[src/hdl/assert_macros.svh]
// Assertion macros shared by the page watch bitmap RTL.
`ifndef ASSERT_MACROS_SVH
`define ASSERT_MACROS_SVH

// Flag a condition that must never hold while out of reset.
`define PWB_ASSERT_NEVER(label, clk, rst_n, cond, msg) \
    label: assert property (@(posedge clk) disable iff (!rst_n) !(cond)) \
        else $error(msg);

// Flag a consequent that fails in the same cycle as its antecedent.
`define PWB_ASSERT_IMPLY(label, clk, rst_n, ante, cons, msg) \
    label: assert property (@(posedge clk) disable iff (!rst_n) (ante) |-> (cons)) \
        else $error(msg);

// Flag a consequent that fails in the cycle after its antecedent.
`define PWB_ASSERT_NEXT(label, clk, rst_n, ante, cons, msg) \
    label: assert property (@(posedge clk) disable iff (!rst_n) (ante) |=> (cons)) \
        else $error(msg);

`endif

[src/hdl/pwb_pkg.sv]
// Package of constants and types for the page watch bitmap.
`default_nettype none

package pwb_pkg;

    localparam int ADDR_BITS         = 32;
    localparam int PAGE_OFFSET_BITS  = 12;
    localparam int BITS_PER_WORD_LOG = 3;

    localparam int PAGE_W      = ADDR_BITS - PAGE_OFFSET_BITS;
    localparam int WORD_ADDR_W = PAGE_W - BITS_PER_WORD_LOG;
    localparam int WORD_W      = 1 << BITS_PER_WORD_LOG;
    localparam int IN_ADDR_W   = 32;
    localparam int FLAGS_W     = 2;
    localparam int CHANGES_W   = 21;

    // Bit select within one bitmap word
    localparam logic [BITS_PER_WORD_LOG-1:0] BIT_SEL_MASK = '1;

    // Item kinds
    localparam logic KIND_CHECK = 1'b0;
    localparam logic KIND_ADD   = 1'b1;

    typedef struct packed {
        logic                 kind;
        logic [PAGE_W-1:0]    first_page;
        logic [PAGE_W-1:0]    last_page;
        logic [FLAGS_W-1:0]   flags;
    } pwb_item_t;

    typedef struct packed {
        logic                 fault;
        logic [CHANGES_W-1:0] changes;
    } pwb_result_t;

    typedef struct packed {
        logic                   idle;
        logic                   clearing;
        logic                   res_valid;
    } pwb_status_t;

    typedef struct packed {
        logic                   rd_en;
        logic [WORD_ADDR_W-1:0] rd_addr;
        logic                   wr_en;
        logic [WORD_ADDR_W-1:0] wr_addr;
        logic [WORD_W-1:0]      wr_data;
    } pwb_mem_req_t;

endpackage

`default_nettype wire

[src/hdl/pwb_walk.sv]
// Range walker: clearing pass, word-by-word bitmap read for checks and read-modify-write for adds.
`default_nettype none

module pwb_walk (
    input  wire logic                         clk,
    input  wire logic                         rst_n,
    input  wire logic                         start,
    input  wire pwb_pkg::pwb_item_t           item,
    input  wire logic                         res_take,
    input  wire logic [pwb_pkg::WORD_W-1:0]   rd_data,
    output pwb_pkg::pwb_mem_req_t             mem_req,
    output pwb_pkg::pwb_status_t              status,
    output pwb_pkg::pwb_result_t              result
);
    import pwb_pkg::*;

    typedef enum logic [3:0] {
        S_CLEAR = 4'b0001,
        S_IDLE  = 4'b0010,
        S_WALK  = 4'b0100,
        S_DONE  = 4'b1000
    } state_t;

    state_t                   state_reg, state_next;
    logic [WORD_ADDR_W-1:0]   clr_addr_reg, clr_addr_next;
    logic                     issued_all_reg, issued_all_next;
    logic                     pend_reg, pend_next;

    logic                     kind_reg, kind_next;
    logic [PAGE_W-1:0]        first_page_reg, first_page_next;
    logic [PAGE_W-1:0]        last_page_reg, last_page_next;
    logic [WORD_ADDR_W-1:0]   rd_word_reg, rd_word_next;
    logic [WORD_ADDR_W-1:0]   pend_word_reg, pend_word_next;
    logic                     fault_reg, fault_next;
    logic [CHANGES_W-1:0]     changes_reg, changes_next;

    logic [WORD_ADDR_W-1:0]   first_word;
    logic [WORD_ADDR_W-1:0]   last_word;
    logic [BITS_PER_WORD_LOG-1:0] lo_bit;
    logic [BITS_PER_WORD_LOG-1:0] hi_bit;
    logic [WORD_W-1:0]        mask;
    logic [WORD_W-1:0]        new_bits;
    logic                     hit;
    logic                     issue;
    logic                     last_proc;
    logic                     skip_item;

    // Bits lo..hi set within one word
    function automatic logic [WORD_W-1:0] word_mask(
        input logic [BITS_PER_WORD_LOG-1:0] lo,
        input logic [BITS_PER_WORD_LOG-1:0] hi
    );
        logic [WORD_W-1:0] ones;
        ones = '1;
        return (ones << lo) & (ones >> (BIT_SEL_MASK - hi));
    endfunction

    // Count the set bits of one word
    function automatic logic [BITS_PER_WORD_LOG:0] pop_count(
        input logic [WORD_W-1:0] w
    );
        logic [BITS_PER_WORD_LOG:0] cnt;
        cnt = '0;
        for (int i = 0; i < WORD_W; i++)
        begin
            cnt = cnt + {{BITS_PER_WORD_LOG{1'b0}}, w[i]};
        end
        return cnt;
    endfunction

    // Mask of the word now returning from memory
    always_comb
    begin
        first_word = first_page_reg[PAGE_W-1:BITS_PER_WORD_LOG];
        last_word  = last_page_reg[PAGE_W-1:BITS_PER_WORD_LOG];
        lo_bit     = (pend_word_reg == first_word) ?
                     first_page_reg[BITS_PER_WORD_LOG-1:0] : '0;
        hi_bit     = (pend_word_reg == last_word) ?
                     last_page_reg[BITS_PER_WORD_LOG-1:0] : BIT_SEL_MASK;
        mask       = word_mask(lo_bit, hi_bit);
        new_bits   = ~rd_data & mask;
        hit        = |(rd_data & mask);
        issue      = (state_reg == S_WALK) && !issued_all_reg;
        last_proc  = pend_reg && (pend_word_reg == last_word);
        skip_item  = (item.first_page > item.last_page) ||
                     ((item.kind == KIND_ADD) && (item.flags == '0));
    end

    // Drive memory ports: clearing writes zero, adds write the merged word back
    always_comb
    begin
        mem_req.rd_en   = issue;
        mem_req.rd_addr = rd_word_reg;
        if (state_reg == S_CLEAR)
        begin
            mem_req.wr_en   = 1'b1;
            mem_req.wr_addr = clr_addr_reg;
            mem_req.wr_data = '0;
        end
        else
        begin
            mem_req.wr_en   = pend_reg && (kind_reg == KIND_ADD);
            mem_req.wr_addr = pend_word_reg;
            mem_req.wr_data = rd_data | mask;
        end
    end

    // Next-state logic
    always_comb
    begin
        state_next      = state_reg;
        clr_addr_next   = clr_addr_reg;
        issued_all_next = issued_all_reg;
        pend_next       = 1'b0;
        kind_next       = kind_reg;
        first_page_next = first_page_reg;
        last_page_next  = last_page_reg;
        rd_word_next    = rd_word_reg;
        pend_word_next  = pend_word_reg;
        fault_next      = fault_reg;
        changes_next    = changes_reg;

        case (state_reg)
            S_CLEAR:
            begin
                clr_addr_next = clr_addr_reg + 1'b1;
                if (clr_addr_reg == '1)
                begin
                    state_next = S_IDLE;
                end
            end
            S_IDLE:
            begin
                if (start)
                begin
                    kind_next       = item.kind;
                    first_page_next = item.first_page;
                    last_page_next  = item.last_page;
                    rd_word_next    = item.first_page[PAGE_W-1:BITS_PER_WORD_LOG];
                    issued_all_next = 1'b0;
                    fault_next      = 1'b0;
                    changes_next    = '0;
                    state_next      = skip_item ? S_DONE : S_WALK;
                end
            end
            S_WALK:
            begin
                // Advance the read pointer, stop at the last word
                if (issue)
                begin
                    rd_word_next   = rd_word_reg + 1'b1;
                    pend_next      = 1'b1;
                    pend_word_next = rd_word_reg;
                    if (rd_word_reg == last_word)
                    begin
                        issued_all_next = 1'b1;
                    end
                end
                // Retire the returning word
                if (pend_reg)
                begin
                    if (kind_reg == KIND_ADD)
                    begin
                        changes_next = changes_reg + CHANGES_W'(pop_count(new_bits));
                    end
                    if ((kind_reg == KIND_CHECK) && hit)
                    begin
                        fault_next = 1'b1;
                        state_next = S_DONE;
                        pend_next  = 1'b0;
                    end
                    else if (last_proc)
                    begin
                        state_next = S_DONE;
                        pend_next  = 1'b0;
                    end
                end
            end
            S_DONE:
            begin
                if (res_take)
                begin
                    state_next = S_IDLE;
                end
            end
            default:
            begin
                state_next = S_IDLE;
            end
        endcase
    end

    // Control registers
    always_ff @(posedge clk or negedge rst_n)
    begin
        if (!rst_n)
        begin
            state_reg      <= S_CLEAR;
            clr_addr_reg   <= '0;
            issued_all_reg <= 1'b0;
            pend_reg       <= 1'b0;
        end
        else
        begin
            state_reg      <= state_next;
            clr_addr_reg   <= clr_addr_next;
            issued_all_reg <= issued_all_next;
            pend_reg       <= pend_next;
        end
    end

    // Datapath registers
    always_ff @(posedge clk)
    begin
        kind_reg       <= kind_next;
        first_page_reg <= first_page_next;
        last_page_reg  <= last_page_next;
        rd_word_reg    <= rd_word_next;
        pend_word_reg  <= pend_word_next;
        fault_reg      <= fault_next;
        changes_reg    <= changes_next;
    end

    assign status.idle      = (state_reg == S_IDLE);
    assign status.clearing  = (state_reg == S_CLEAR);
    assign status.res_valid = (state_reg == S_DONE);
    assign result.fault     = fault_reg;
    assign result.changes   = changes_reg;

endmodule

`default_nettype wire

[config.mk]
export PLATFORM = sky130hd
export DESIGN_NAME = pwb_walk
export DESIGN_NICKNAME = d
export VERILOG_FILES = /design/src/hdl/assert_macros.svh /design/src/hdl/pwb_pkg.sv /design/src/hdl/pwb_walk.sv
export SDC_FILE = /design/constraint.sdc
export NUM_CORES = 1
export LEC_CHECK = 0
export ABC_AREA = 1
export BUFFER_PORTS_ARGS = -buffer_cell sky130_fd_sc_hd__buf_2
export CORE_ASPECT_RATIO = 0.9
export CORE_MARGIN = 4
export CORE_UTILIZATION = 29
export CTS_BUF_LIST = sky130_fd_sc_hd__clkbuf_8
export DETAILED_ROUTE_END_ITERATION = 10
export PLACE_DENSITY_LB_ADDON = 0.05
export SYNTH_ARGS = -nofsm -noshare
export SYNTH_HDL_FRONTEND = slang
export SYNTH_SLANG_ARGS = --single-unit
[constraint.sdc]
create_clock -name clk -period 9.86 [get_ports clk]
set_input_delay 0.986 -clock clk [delete_from_list [all_inputs] [get_ports clk]]
set_output_delay 0.986 -clock clk [all_outputs]
set_load 0.005 [all_outputs]
# Word-level counts from Yosys, hierarchy flattened
# Cells that the tools add are included.
# W data, S select, Z words.
# word_totals
out_inout_bits,69
wordCells,95
register_bits,120
# op_classes
bitwise_logic,6
eq_ne,17
reduce_logical,17
mux,30
n_lt_le_gt_ge,1
shifts,2
addsub,11
# op_table
op,count
$mux W21,3
$eq A17 B17 Y1,3
$pmux W21 S2,1
$add A17 B1 Y17 const B,2
$mux W17,2
$pmux W17 S2,1
$mux W4,7
$mux W26,1
$and A8 B8 Y8,3
$add A21 B4 Y21,1
$gt A20 B20 Y1,1
$eq A17 B17 Y1 const B,1
$add A4 B1 Y4,4
$pmux W4 S4,1
$reduce_and A4 Y1,3
$mux W1,10
$ne A2 B2 Y1 const B,5
$not A8 Y8,1
$or A8 B8 Y8,1
$reduce_or A8 Y1,1
$shl A8 B3 Y8 const A,1
$shr A8 B3 Y8 const A,1
$mux W3,2
$ne A2 B1 Y1 const B,3
19 further kinds,25

# Logic depth before layout (Yosys ltp)
# Gate-level depths: netlist (run 1).
# depth
depth_word,17
ltp_mapped,31

# Least setup slack after synthesis (run 1)
# No wires, ideal clock.
# synth_path
kind,flip-flop to flip-flop
start,register pend_word_reg[0]
end,register changes_reg[20] (data pin)
arrival_time_ns,4.700
required_ns,9.601
synth_period_minus_slack_ns,4.960
path_stages_with_launch,29
n_path_buf,0
path_slack_ns,4.900
setup_ns,0.259
cell_sequence,edfxtp_1 -> xor2_1 -> nor3_1 -> nand3_1 -> nor2_2 -> nand2_1 -> nand2_1 -> nor2_1 -> fa_1 -> inv_1 -> fa_1 -> inv_1 -> fa_1 -> fa_1 -> fa_1 -> nand3_1 -> nand3_1 -> nand3_1 -> nor2_2 -> nand2_1 -> nor2_2 -> nand2_1 -> inv_2 -> nand3_2 -> nor2_2 -> nand4_1 -> inv_1 -> o21ai_0 -> a21oi_1
# synth_between
elab_chain_len,17
word_cells_on_any_way,20
cone_classes,9 x add/sub; 2 x eq/ne; 2 x shift; 5 x mux; 2 x bitwise
# synth_lines
element,line_no,rtl
"start, declared",pwb_walk.sv:33,"logic [WORD_ADDR_W-1:0] pend_word_reg, pend_word_next;"
"start signal, assigned",pwb_walk.sv:219,pend_word_reg <= pend_word_next;
$eq A17 B17 Y1,pwb_walk.sv:78,hi_bit = (pend_word_reg == last_word) ?
$mux W3,pwb_walk.sv:78,
$sub A3 B3 Y3,pwb_walk.sv:55,return (ones << lo) & (ones >> (BIT_SEL_MASK - hi));
$shr A8 B3 Y8,pwb_walk.sv:55,
$and A8 B8 Y8 *,pwb_walk.sv:55,
$and A8 B8 Y8 *,pwb_walk.sv:81,new_bits = ~rd_data & mask;
$add A1 B1 Y2,pwb_walk.sv:66,"cnt = cnt + {{BITS_PER_WORD_LOG{1'b0}}, w[i]};"
$add A2 B1 Y3,pwb_walk.sv:66,
$add A3 B1 Y4,pwb_walk.sv:66,
$add A4 B1 Y4 (3 in a row),pwb_walk.sv:66,
$add A4 B1 Y4 *,pwb_walk.sv:66,
$add A21 B4 Y21 *,pwb_walk.sv:164,changes_next = changes_reg + CHANGES_W'(pop_count(new_bits));
$mux W21 *,pwb_walk.sv:162,if (kind_reg == KIND_ADD)
$mux W21 *,pwb_walk.sv:160,if (pend_reg)
$pmux W21 S2 *,pwb_walk.sv:123,case (state_reg)
"end signal, assigned",pwb_walk.sv:221,changes_reg <= changes_next;
"end, declared",pwb_walk.sv:35,"logic [CHANGES_W-1:0] changes_reg, changes_next;"
# Mark *: on every way between the ends. The rest lies on a longest branch, timed or not. The select of a mux whose other input is x is not followed.
# A chain may end at the register's enable or synchronous reset.

# Worst setup path in the final report (run 1)
# layout_path
start,register pend_word_reg[7]
end,register changes_reg[20] (data pin)
# Same word-level chain as after synthesis.

==> implementation parameters, run 1 <==
Parameter                              Value

Power
  Power dissipated by switching net loads ... 740 uW
  Highest ir drop seen on vdd ... 80.1 uV
  Cell area power density ... 229 nW/um^2
  Internal portion of total power ... 1.16 mW
  Part of the power in registers ... 45.8%
  Switching part of the total ... 38.9%
  Overall Power ... 1.90 mW
  Lkg Pwr ... 3.76 nW
  Proportion of power drawn by the clock network ... 21.4%
  Relative contribution of combinational cells to total power ... 32.8%

Yosys
  Async set or reset register ratio after synthesis ... 19.2%
  Post-Syn Area ... 6960 sq um
  Largest family of logic cells by synthesized area ... simple AND/OR/NAND/NOR gates
  Post-synth EDFFs ... 97
  Number of warning messages in the yosys log ... 0
  Most frequently used flop master after synthesis ... sky130_fd_sc_hd__edfxtp_1
  Number of flip-flops and latches in the synthesized netlist ... 120
  Synth cell types ... 43
  Synth Area in Compound Gates ... 8.23%
  Post-synthesis average cell area ... 9.32 sq um
  Net count after synthesis ... 836
  Simple-gate portion of the synthesized area ... 20.1%
  Portion of the post-synthesis area used by sequential elements ... 50.1%
  Synthesized-area fraction occupied by adder cells ... 6.65%
  Post-synthesis instance total ... 747
  Fraction of synthesized area in multiplexers ... 0%
  Post-Synth XOR/XNOR Area ... 7.80%

Die
  Initial core utilization ... 29.6%
  Core area ... 23500 sq um
  Die Y ... 155 um
  Horizontal extent of the die ... 171 um
  I/O Pins ... 124
  Die Outline Area ... 26500 sq um
  Standard-cell rows ... 53

Clock tree
  CTS tree ... done
  Clk pin slew, worst setup/hold paths ... 0.08 ns
  Number of buffers inserted by post-CTS setup repair ... 0
  Sink Count ... 120
  Clk Latency, worst-skew pair ... 0.44 ns
  Number of levels in the clock H-tree ... 4
  Root buffer cell ... sky130_fd_sc_hd__clkbuf_8
  Maximum clock insertion buffer count ... 2
  TritonCTS Buffers ... 17
  Resize count post-CTS ... 0
  Number of buffers added to fix hold violations after cts ... 0

STA
  Final Worst Setup Slack ... 4.26 ns
  RSZ-0062 raised after global routing ... no
  Actual slew at the worst max-slew pin ... 0.796 ns
  Share of the clock period used by the worst path after layout ... 56.8%
  Setup Total Neg Slack ... 0 ns
  Hold Fails Final Rpt ... 0
  Number of slew-limit violations in the final report ... 0
  Time the worst path needs with I/O delays and setup ... 5.60 ns
  Worst Skew ... 0.0170 ns
  Relative max-transition margin ... 46.5%
  Highest clock rate ... 0.179 GHz
  Total setup violations reported at the end of the flow ... 0

Placed design
  Total of buffers placed on input and output ports ... 123
  Placed cell count ... 1166
  DP Area ... 7960 sq um
  Final HPWL from detailed placement ... 15.9 mm
  Worst slack at placement ... 4.30 ns
  Routability congestion estimate from global placement ... 0.862

Detailed routing
  Pre-Repair DR Iteration Count ... 4
  Average vias per placed instance ... 4.58
  Initial DRC count ... 416
  Overall via count from detail_route ... 5485
  Routed Wire Length ... 20.4 mm
  ANT nets after route ... 0
  DRC violations left ... 0
  Wire length per cell ... 17.0 um

Critical path
  Top cell by count, worst path ... sky130_fd_sc_hd__nand3_1
  Type of origin of the critical path ... flip-flop
  Slack of the worst reg-to-reg path ... 4.26 ns
  Path type of the worst setup path ... flip-flop to flip-flop
  Capture point of the worst reg-to-reg path ... changes_reg[20]
  Required arrival time at the worst endpoint ... 10.06 ns
  Logic depth of the worst setup path including buffers ... 31
  Category of cells accounting for the largest share of critical-path delay ... adder cells
  Largest fanout on the critical path ... 8
  Cell with the largest stage delay on the worst path ... sky130_fd_sc_hd__fa_1
  Endpoint class of the critical path ... flip-flop
  Arrival @ worst endpoint ... 5.79 ns
  Buffer and inverter count on the worst path ... 5
  Delay of the slowest cell on the worst path ... 0.53 ns
  Critical R2R Launch ... pend_word_reg[7]
  Reg2Reg Depth ... 31

Cells and area
  Proportion of layout cells with a drive suffix above 1 ... 21.3%
  Number of diodes ... 0
  Number of non-filler instances in the completed layout ... 1198
  Commonest non-fill, non-tap cell in the layout ... sky130_fd_sc_hd__nand2_1
  Multi-input logic area ... 2990 sq um
  Area added between synthesis and finish ... 19.4%
  Storage element area ... 3490 sq um
  FILL cells ... 2461
  Post-route cell area ... 8310 sq um
  Post-layout net count ... 972
  Most frequent cells in the layout ... sky130_fd_sc_hd__nand2_1 (161), sky130_fd_sc_hd__buf_2 (123), sky130_fd_sc_hd__inv_1 (112)
  Number of flip-flops in the largest register ... 21

Min path
  Worst Hold Endpoint ... clr_addr_reg[15]
  Worst Hold Path Cells ... 1
  Path class of the lowest-slack min-delay path ... flip-flop to flip-flop
  Min-Delay Startpoint ... clr_addr_reg[15]

Global route
  Maximum number of pins on one net before global-route repair ... 42
  Global route total overflow ... 0
  Antenna violations before repair ... 0
  Vias in the first global route ... 5526
  Global-route wire length before repair ... 31.6 mm
  Global-route total usage across every layer ... 15.6%

Job
  Total of max-cap violations ... 0

Run status
  Status ... finished clean
per-layer routing:
layer  routed length (um)  GRT usage [%]  part of all wire [%]  up-vias
met5                    0              0                     0        -
met4                  189           3.21                  0.93        0
met3                  907           3.61                   4.4       12
met2                 8990           23.7                    44      129
met1                10300           23.0                    51     2589
li1                     -              -                     -     2755
worst max-delay path by stage:
stage,end,startpoint,slack [ns]
after global placement,changes_reg[20],pend_word_reg[7],4.36
after floorplan,changes_reg[20],pend_word_reg[0],4.90
after CTS,changes_reg[20],pend_word_reg[9],4.28
after detailed placement,changes_reg[20],pend_word_reg[9],4.30
final,changes_reg[20],pend_word_reg[7],4.26
after global routing,changes_reg[20],pend_word_reg[7],3.86
layout make-up:
cell class	count	share of cell area, %
clock inverters	15	1.34
multi-input cells	499	36.0
well taps	302	4.55
clock buffers	17	2.82
repair buffers	130	8.04
inverters	115	5.20
flip-flops and latches	120	42.0
synth_stat cells (2+ instances only):
| cell type | number | share of area, % |
|---|---|---|
| sky130_fd_sc_hd__buf_2 | 2 | 0.14 |
| sky130_fd_sc_hd__nor2_4 | 3 | 0.49 |
| sky130_fd_sc_hd__a21oi_1 | 40 | 2.9 |
| sky130_fd_sc_hd__o21a_1 | 3 | 0.32 |
| sky130_fd_sc_hd__nor3_2 | 2 | 0.29 |
| sky130_fd_sc_hd__xnor2_1 | 28 | 3.5 |
| sky130_fd_sc_hd__nand2_2 | 3 | 0.27 |
| sky130_fd_sc_hd__o22ai_1 | 2 | 0.18 |
| sky130_fd_sc_hd__nor4_4 | 3 | 0.92 |
| sky130_fd_sc_hd__buf_4 | 3 | 0.32 |
| sky130_fd_sc_hd__dfrtp_1 | 22 | 7.9 |
| sky130_fd_sc_hd__inv_2 | 2 | 0.11 |
| sky130_fd_sc_hd__nor4_1 | 3 | 0.27 |
| sky130_fd_sc_hd__nor2_1 | 49 | 2.6 |
| sky130_fd_sc_hd__nand2_1 | 161 | 8.7 |
| sky130_fd_sc_hd__edfxtp_1 | 97 | 42 |
| sky130_fd_sc_hd__nor4_2 | 2 | 0.36 |
| sky130_fd_sc_hd__nor3_1 | 10 | 0.72 |
| sky130_fd_sc_hd__fa_1 | 5 | 1.4 |
| sky130_fd_sc_hd__nor2_2 | 6 | 0.54 |
| sky130_fd_sc_hd__xor2_1 | 34 | 4.3 |
| sky130_fd_sc_hd__nand3_1 | 36 | 2.6 |
| sky130_fd_sc_hd__nand3b_1 | 2 | 0.22 |
| sky130_fd_sc_hd__ha_1 | 29 | 5.2 |
| sky130_fd_sc_hd__nand4_1 | 13 | 1.2 |
| sky130_fd_sc_hd__o211ai_1 | 4 | 0.43 |
| sky130_fd_sc_hd__o21ai_0 | 44 | 3.2 |
| sky130_fd_sc_hd__o31ai_1 | 5 | 0.54 |
| sky130_fd_sc_hd__inv_1 | 111 | 6.0 |
| sky130_fd_sc_hd__o21ai_2 | 2 | 0.25 |
| sky130_fd_sc_hd__clkbuf_1 | 8 | 0.43 |
| sky130_fd_sc_hd__clkinv_1 | 2 | 0.11 |
kinds of logic after synthesis:
| family | Yosys count |
|---|---|
| compound gates | 104 |
| xor+xnor | 62 |
| fa+ha+maj | 34 |
| buf+inv | 128 |
| flops | 120 |
| simple gates | 299 |
per-stage QoR:
step / utilization (%) / hold slack [ns]
3_5_place_dp: 33.9 / 0.458
3_3_place_gp: 33.9 / 0.458
4_1_cts: 35.4 / 0.470
6_report: 35.4 / 0.472
2_1_floorplan: - / 0.442
5_1_grt: 35.4 / 0.485
worst reg2reg max path: cells and delay by family, from the launching register on:
| kind | cells | cell delay [ns] |
|---|---|---|
| adder cells (fa/ha/maj) | 5 | 2.42 |
| AND/OR/NAND/NOR | 19 | 1.95 |
| flip-flops | 1 | 0.51 |
| buffers and inverters | 5 | 0.29 |
| AO/OA/AOI/OAI | 2 | 0.19 |
power by group through the flow:
stage | Clock [mW] | Sequential, mW | Combinational, mW
2_1_floorplan | 0 | 0.852 | 0.379
3_3_place_gp | 0 | 0.880 | 0.633
3_5_place_dp | 0 | 0.883 | 0.633
4_1_cts | 0.418 | 0.873 | 0.637
5_1_grt | 0.445 | 0.893 | 0.714
6_report | 0.406 | 0.870 | 0.624
Note: power is estimated with default switching activity, not from simulation.
==> run 2: changes to the inputs <==
==> constraint.sdc (replaced) <==
create_clock -name clk -period 5.8 [get_ports clk]
set_input_delay 0.58 -clock clk [delete_from_list [all_inputs] [get_ports clk]]
set_output_delay 0.58 -clock clk [all_outputs]
set_load 0.005 [all_outputs]
==> implementation parameters, run 2 (synthesis gave the netlist of run 1 again) <==
Parameter                              Value

Global route
  Global route total overflow ... 0
  Maximum number of pins on one net before global-route repair ... 42
  Global-route wire length before repair ... 31.6 mm
  Antenna violations before repair ... 0
  Global-route total usage across every layer ... 15.6%
  Vias in the first global route ... 5629

STA
  Hold Fails Final Rpt ... 0
  Share of the clock period used by the worst path after layout ... 92.3%
  Total setup violations reported at the end of the flow ... 0
  Actual slew at the worst max-slew pin ... 0.873 ns
  RSZ-0062 raised after global routing ... no
  Relative max-transition margin ... 41.3%
  Worst Skew ... 0.0197 ns
  Setup Total Neg Slack ... 0 ns
  Time the worst path needs with I/O delays and setup ... 5.35 ns
  Highest clock rate ... 0.187 GHz
  Worst Hold Slack ... 0.110 ns
  Number of slew-limit violations in the final report ... 0

Critical path
  Endpoint class of the critical path ... flip-flop
  Crit path launch ... pend_word_reg[3]
  Critical R2R Launch ... pend_word_reg[3]
  Largest fanout on the critical path ... 7
  Cell with the largest stage delay on the worst path ... sky130_fd_sc_hd__fa_1
  Path type of the worst setup path ... flip-flop to flip-flop
  Delay of the slowest cell on the worst path ... 0.53 ns
  Arrival @ worst endpoint ... 5.56 ns
  Type of origin of the critical path ... flip-flop
  Required arrival time at the worst endpoint ... 6.00 ns

Cells and area
  Number of non-filler instances in the completed layout ... 1202
  Area added between synthesis and finish ... 20.6%
  Commonest non-fill, non-tap cell in the layout ... sky130_fd_sc_hd__nand2_1
  Post-route cell area ... 8390 sq um
  Number of diodes ... 0
  Post-layout net count ... 976
  Most frequent cells in the layout ... sky130_fd_sc_hd__nand2_1 (160), sky130_fd_sc_hd__buf_2 (123), sky130_fd_sc_hd__inv_1 (111)
  Number of flip-flops in the largest register ... 21
  Proportion of layout cells with a drive suffix above 1 ... 22.6%

Power
  Lkg Pwr ... 3.80 nW
  Highest ir drop seen on vdd ... 124 uV
  Overall Power ... 3.29 mW
  Cell area power density ... 392 nW/um^2

Detailed routing
  DRC violations left ... 0
  ANT nets after route ... 0
  Average vias per placed instance ... 4.58
  Pre-Repair DR Iteration Count ... 4
  Routed Wire Length ... 20.5 mm
  Initial DRC count ... 406
  Wire length per cell ... 17.0 um
  Overall via count from detail_route ... 5500

Die
  Standard-cell rows ... 53
  Die Outline Area ... 26500 sq um
  Initial core utilization ... 29.6%
  Die Y ... 155 um
  Core area ... 23500 sq um
  Horizontal extent of the die ... 171 um
  I/O Pins ... 124

Clock tree
  Clk pin slew, worst setup/hold paths ... 0.09 ns
  CTS tree ... done
  Root buffer cell ... sky130_fd_sc_hd__clkbuf_8
  Number of levels in the clock H-tree ... 4
  Clk Latency, worst-skew pair ... 0.44 ns
  Sink Count ... 120
  Number of buffers added to fix hold violations after cts ... 0
  Maximum clock insertion buffer count ... 2
  TritonCTS Buffers ... 17

Job
  Total of max-cap violations ... 0

Placed design
  Routability congestion estimate from global placement ... 0.853
  DP Area ... 7970 sq um
  Placed cell count ... 1167
  Final HPWL from detailed placement ... 15.9 mm
  Total of buffers placed on input and output ports ... 123

Run status
  Status ... finished clean

Min path
  Path class of the lowest-slack min-delay path ... input port to async pin
-- run 2: cell types whose count changed in the layout (fill, tap and decap cells not counted), sizes merged --
cell and change:
inv +6, buf +4, clkinv -4, clkinvlp -2
-- run 2: routing by layer --
layer  GRT usage [%]  up-vias  wire (um)
met2            23.7      145       8890
met1            22.6     2571      10300
met4            3.62        0        299
met3            3.79       20        968
met5               0        -          0
li1                -     2764          -
-- run 2: report_power, final --
part	internal, mW	switching (mW)
combinational	0.405	0.666
clock	0.349	0.398
sequential	1.24	0.232
total	2.00	1.30
-- run 2: final cells by class --
| type | instances | area [sq um] |
|---|---|---|
| Fill cell | 2414 | 15100 |
| Sequential cell | 120 | 3490 |
| Multi-Input combinational cell | 499 | 3020 |
| Timing Repair Buffer | 134 | 698 |
| Inverter | 115 | 432 |
| Tap cell | 302 | 378 |
| Clock buffer | 17 | 234 |
| Clock inverter | 15 | 141 |
-- run 2: path summary, 6_finish.rpt --
path	cells after the start	slack, ns	end
min	1	0.11	clr_addr_reg[7]
max reg2reg	29	0.45	changes_reg[20]
max in group asynchronous	1	5.30	state_reg[0]
min reg2reg	1	0.47	clr_addr_reg[15]
max	29	0.45	changes_reg[20]
min in group clk	1	0.32	last_page_reg[14]
-- run 2: timing repair --
action | in CTS | in global routing
endpoints found under the setup margin | 0 | 4
resized for setup | 0 | 6
buffers inserted | 0 | 3
-- run 2: metrics by stage --
step	setup slack (ns)	util, %
after CTS	0.245	35.5
after global placement	0.354	33.9
after floorplan	0.840	-
after global routing	0.0435	35.8
final	0.449	35.8
after detailed placement	0.256	33.9
-- run 2: worst max-delay path, delay by kind of cell, from the launching register on --
family	cells	cell delay, ns
compound gates	4	0.44
fa+ha+maj	5	2.41
buf+inv	4	0.22
flops	1	0.52
simple gates	16	1.52
==> run 3: changes to the inputs <==
--- a/config.mk
+++ b/config.mk
@@ -12,7 +12,7 @@
 export CORE_UTILIZATION = 29
 export CTS_BUF_LIST = sky130_fd_sc_hd__clkbuf_8
 export DETAILED_ROUTE_END_ITERATION = 10
-export PLACE_DENSITY_LB_ADDON = 0.05
+export PLACE_DENSITY = 0.43
 export SYNTH_ARGS = -nofsm -noshare
 export SYNTH_HDL_FRONTEND = slang
 export SYNTH_SLANG_ARGS = --single-unit
==> implementation parameters, run 3 (synthesis gave the netlist of run 1 again) <==
Parameter                              Value

Critical path
  Required arrival time at the worst endpoint ... 6.00 ns
  Critical R2R Launch ... pend_word_reg[5]
  CP Capture Point ... changes_reg[20]
  Path type of the worst setup path ... flip-flop to flip-flop
  Delay of the slowest cell on the worst path ... 0.52 ns
  Endpoint class of the critical path ... flip-flop
  Cell with the largest stage delay on the worst path ... sky130_fd_sc_hd__fa_1
  Slack of the worst reg-to-reg path ... 0.48 ns
  Reg2Reg Depth ... 29
  Largest fanout on the critical path ... 6
  Type of origin of the critical path ... flip-flop
  Crit path launch ... pend_word_reg[5]
  Top cell by count, worst path ... sky130_fd_sc_hd__fa_1
  Capture point of the worst reg-to-reg path ... changes_reg[20]
  Arrival @ worst endpoint ... 5.52 ns

Cells and area
  Multi-input logic area ... 3000 sq um
  Number of flip-flops in the largest register ... 21
  Most frequent cells in the layout ... sky130_fd_sc_hd__nand2_1 (160), sky130_fd_sc_hd__buf_2 (123), sky130_fd_sc_hd__inv_1 (111)
  Area added between synthesis and finish ... 20.9%
  Commonest non-fill, non-tap cell in the layout ... sky130_fd_sc_hd__nand2_1
  Storage element area ... 3490 sq um
  Proportion of layout cells with a drive suffix above 1 ... 22.3%
  FILL cells ... 2507
  Number of non-filler instances in the completed layout ... 1202
  Number of diodes ... 0
  Post-layout net count ... 976

Run status
  Status ... finished clean

Clock tree
  Sink Count ... 120
  Maximum clock insertion buffer count ... 2
  TritonCTS Buffers ... 17
  Clk pin slew, worst setup/hold paths ... 0.08 ns
  Number of levels in the clock H-tree ... 4
  Root buffer cell ... sky130_fd_sc_hd__clkbuf_8
  Number of buffers added to fix hold violations after cts ... 0
  CTS tree ... done
  Clk Latency, worst-skew pair ... 0.44 ns

STA
  RSZ-0062 raised after global routing ... no
  Actual slew at the worst max-slew pin ... 0.888 ns
  Total setup violations reported at the end of the flow ... 0
  Time the worst path needs with I/O delays and setup ... 5.32 ns
  Share of the clock period used by the worst path after layout ... 91.7%
  Hold Fails Final Rpt ... 0
  Worst Skew ... 0.0196 ns
  Relative max-transition margin ... 40.3%
  Setup Total Neg Slack ... 0 ns
  Highest clock rate ... 0.188 GHz
  Number of slew-limit violations in the final report ... 0

Global route
  Maximum number of pins on one net before global-route repair ... 43
  Global-route total usage across every layer ... 15.5%
  Vias in the first global route ... 5359
  Global-route wire length before repair ... 30.9 mm
  Antenna violations before repair ... 0
  Global route total overflow ... 0

Die
  I/O Pins ... 124
  Core area ... 23500 sq um
  Horizontal extent of the die ... 171 um
  Standard-cell rows ... 53
  Initial core utilization ... 29.6%
  Die Y ... 155 um
  Die Outline Area ... 26500 sq um

Job
  Total of max-cap violations ... 0

Power
  Relative contribution of combinational cells to total power ... 31.6%
  Cell area power density ... 396 nW/um^2
  Part of the power in registers ... 44.3%
  Internal portion of total power ... 2.07 mW
  Highest ir drop seen on vdd ... 130 uV
  Lkg Pwr ... 3.81 nW
  Power dissipated by switching net loads ... 1.26 mW
  Proportion of power drawn by the clock network ... 24.1%
  Switching part of the total ... 37.9%

Detailed routing
  DRC violations left ... 0
  Initial DRC count ... 285
  ANT nets after route ... 0
  Routed Wire Length ... 20.2 mm
  Wire length per cell ... 16.8 um
  Average vias per placed instance ... 4.47
  Overall via count from detail_route ... 5371
  Pre-Repair DR Iteration Count ... 4

Placed design
  Final HPWL from detailed placement ... 15.6 mm
  Routability congestion estimate from global placement ... 0.830
  Placed cell count ... 1167
  Total of buffers placed on input and output ports ... 123

Min path
  Path class of the lowest-slack min-delay path ... input port to async pin
[run 3: cell count changes in the layout (fill, tap and decap cells not counted), sizes merged]
cell,delta
bufinv,+2
clkinvlp,+1
clkinv,+2
inv,-5
[run 3: stage by stage]
| step | instance area [sq um] | worst slack [ns] | util (%) | power [mW] | hold WS [ns] |
|---|---|---|---|---|---|
| floorplan | 6960 | 0.840 | - | 2.09 | 0.284 |
| global placement | 7970 | 0.467 | 33.9 | 2.57 | 0.456 |
| detailed placement | 7970 | 0.367 | 33.9 | 2.58 | 0.460 |
| CTS | 8380 | 0.368 | 35.7 | 3.39 | 0.106 |
| global route | 8410 | 0.00482 | 35.8 | 3.60 | 0.125 |
| finish | 8410 | 0.483 | 35.8 | 3.33 | 0.128 |
[run 3: per-layer routing]
layer  vias to the layer above  GRT usage (%)  part of all wire (%)
li1                       2764              -                     -
met1                      2485           23.1                    52
met2                       109           22.5                    43
met3                        13           3.58                   4.1
met4                         0           4.15                   1.1
met5                         -              0                     0
[run 3: power by group through the flow]
stage | registers (mW) | clock network [mW] | logic, mW
2_1_floorplan | 1.45 | 0 | 0.645
3_3_place_gp | 1.50 | 0 | 1.07
3_5_place_dp | 1.50 | 0 | 1.07
4_1_cts | 1.48 | 0.831 | 1.08
5_1_grt | 1.52 | 0.870 | 1.21
6_report | 1.48 | 0.803 | 1.05
[run 3: how the worst min path moves through the flow]
stage	startpoint	end	slack [ns]	cells after the start
5_1_grt	rst_n	clr_addr_reg[4]	0.13	1
4_1_cts	rst_n	clr_addr_reg[2]	0.11	1
3_3_place_gp	clr_addr_reg[15]	clr_addr_reg[15]	0.46	1
3_5_place_dp	clr_addr_reg[15]	clr_addr_reg[15]	0.46	1
2_1_floorplan	rst_n	clr_addr_reg[0]	0.28	0
6_report	rst_n	clr_addr_reg[9]	0.13	1
[run 3: layout make-up]
| cell class | count | area share (%) |
|---|---|---|
| inverter | 115 | 5.13 |
| clock buffer | 17 | 2.78 |
| sequential | 120 | 41.5 |
| timing repair buffer | 134 | 8.30 |
| tap | 302 | 4.49 |
| multi-input combinational | 499 | 35.7 |
| clock inverter | 15 | 2.08 |
[run 3: worst max-delay path, delay by kind of cell (launching register included)]
| kind | cells | cell delay [ns] |
|---|---|---|
| flops | 1 | 0.45 |
| simple gates | 16 | 1.47 |
| xor+xnor | 1 | 0.16 |
| fa+ha+maj | 5 | 2.44 |
| compound gates | 3 | 0.33 |
| buf+inv | 4 | 0.21 |
[run 3: repair_timing]
| action | CTS | global route |
|---|---|---|
| resized for setup | 0 | 3 |
| setup endpoints to repair | 0 | 1 |
| buffers inserted | 0 | 3 |
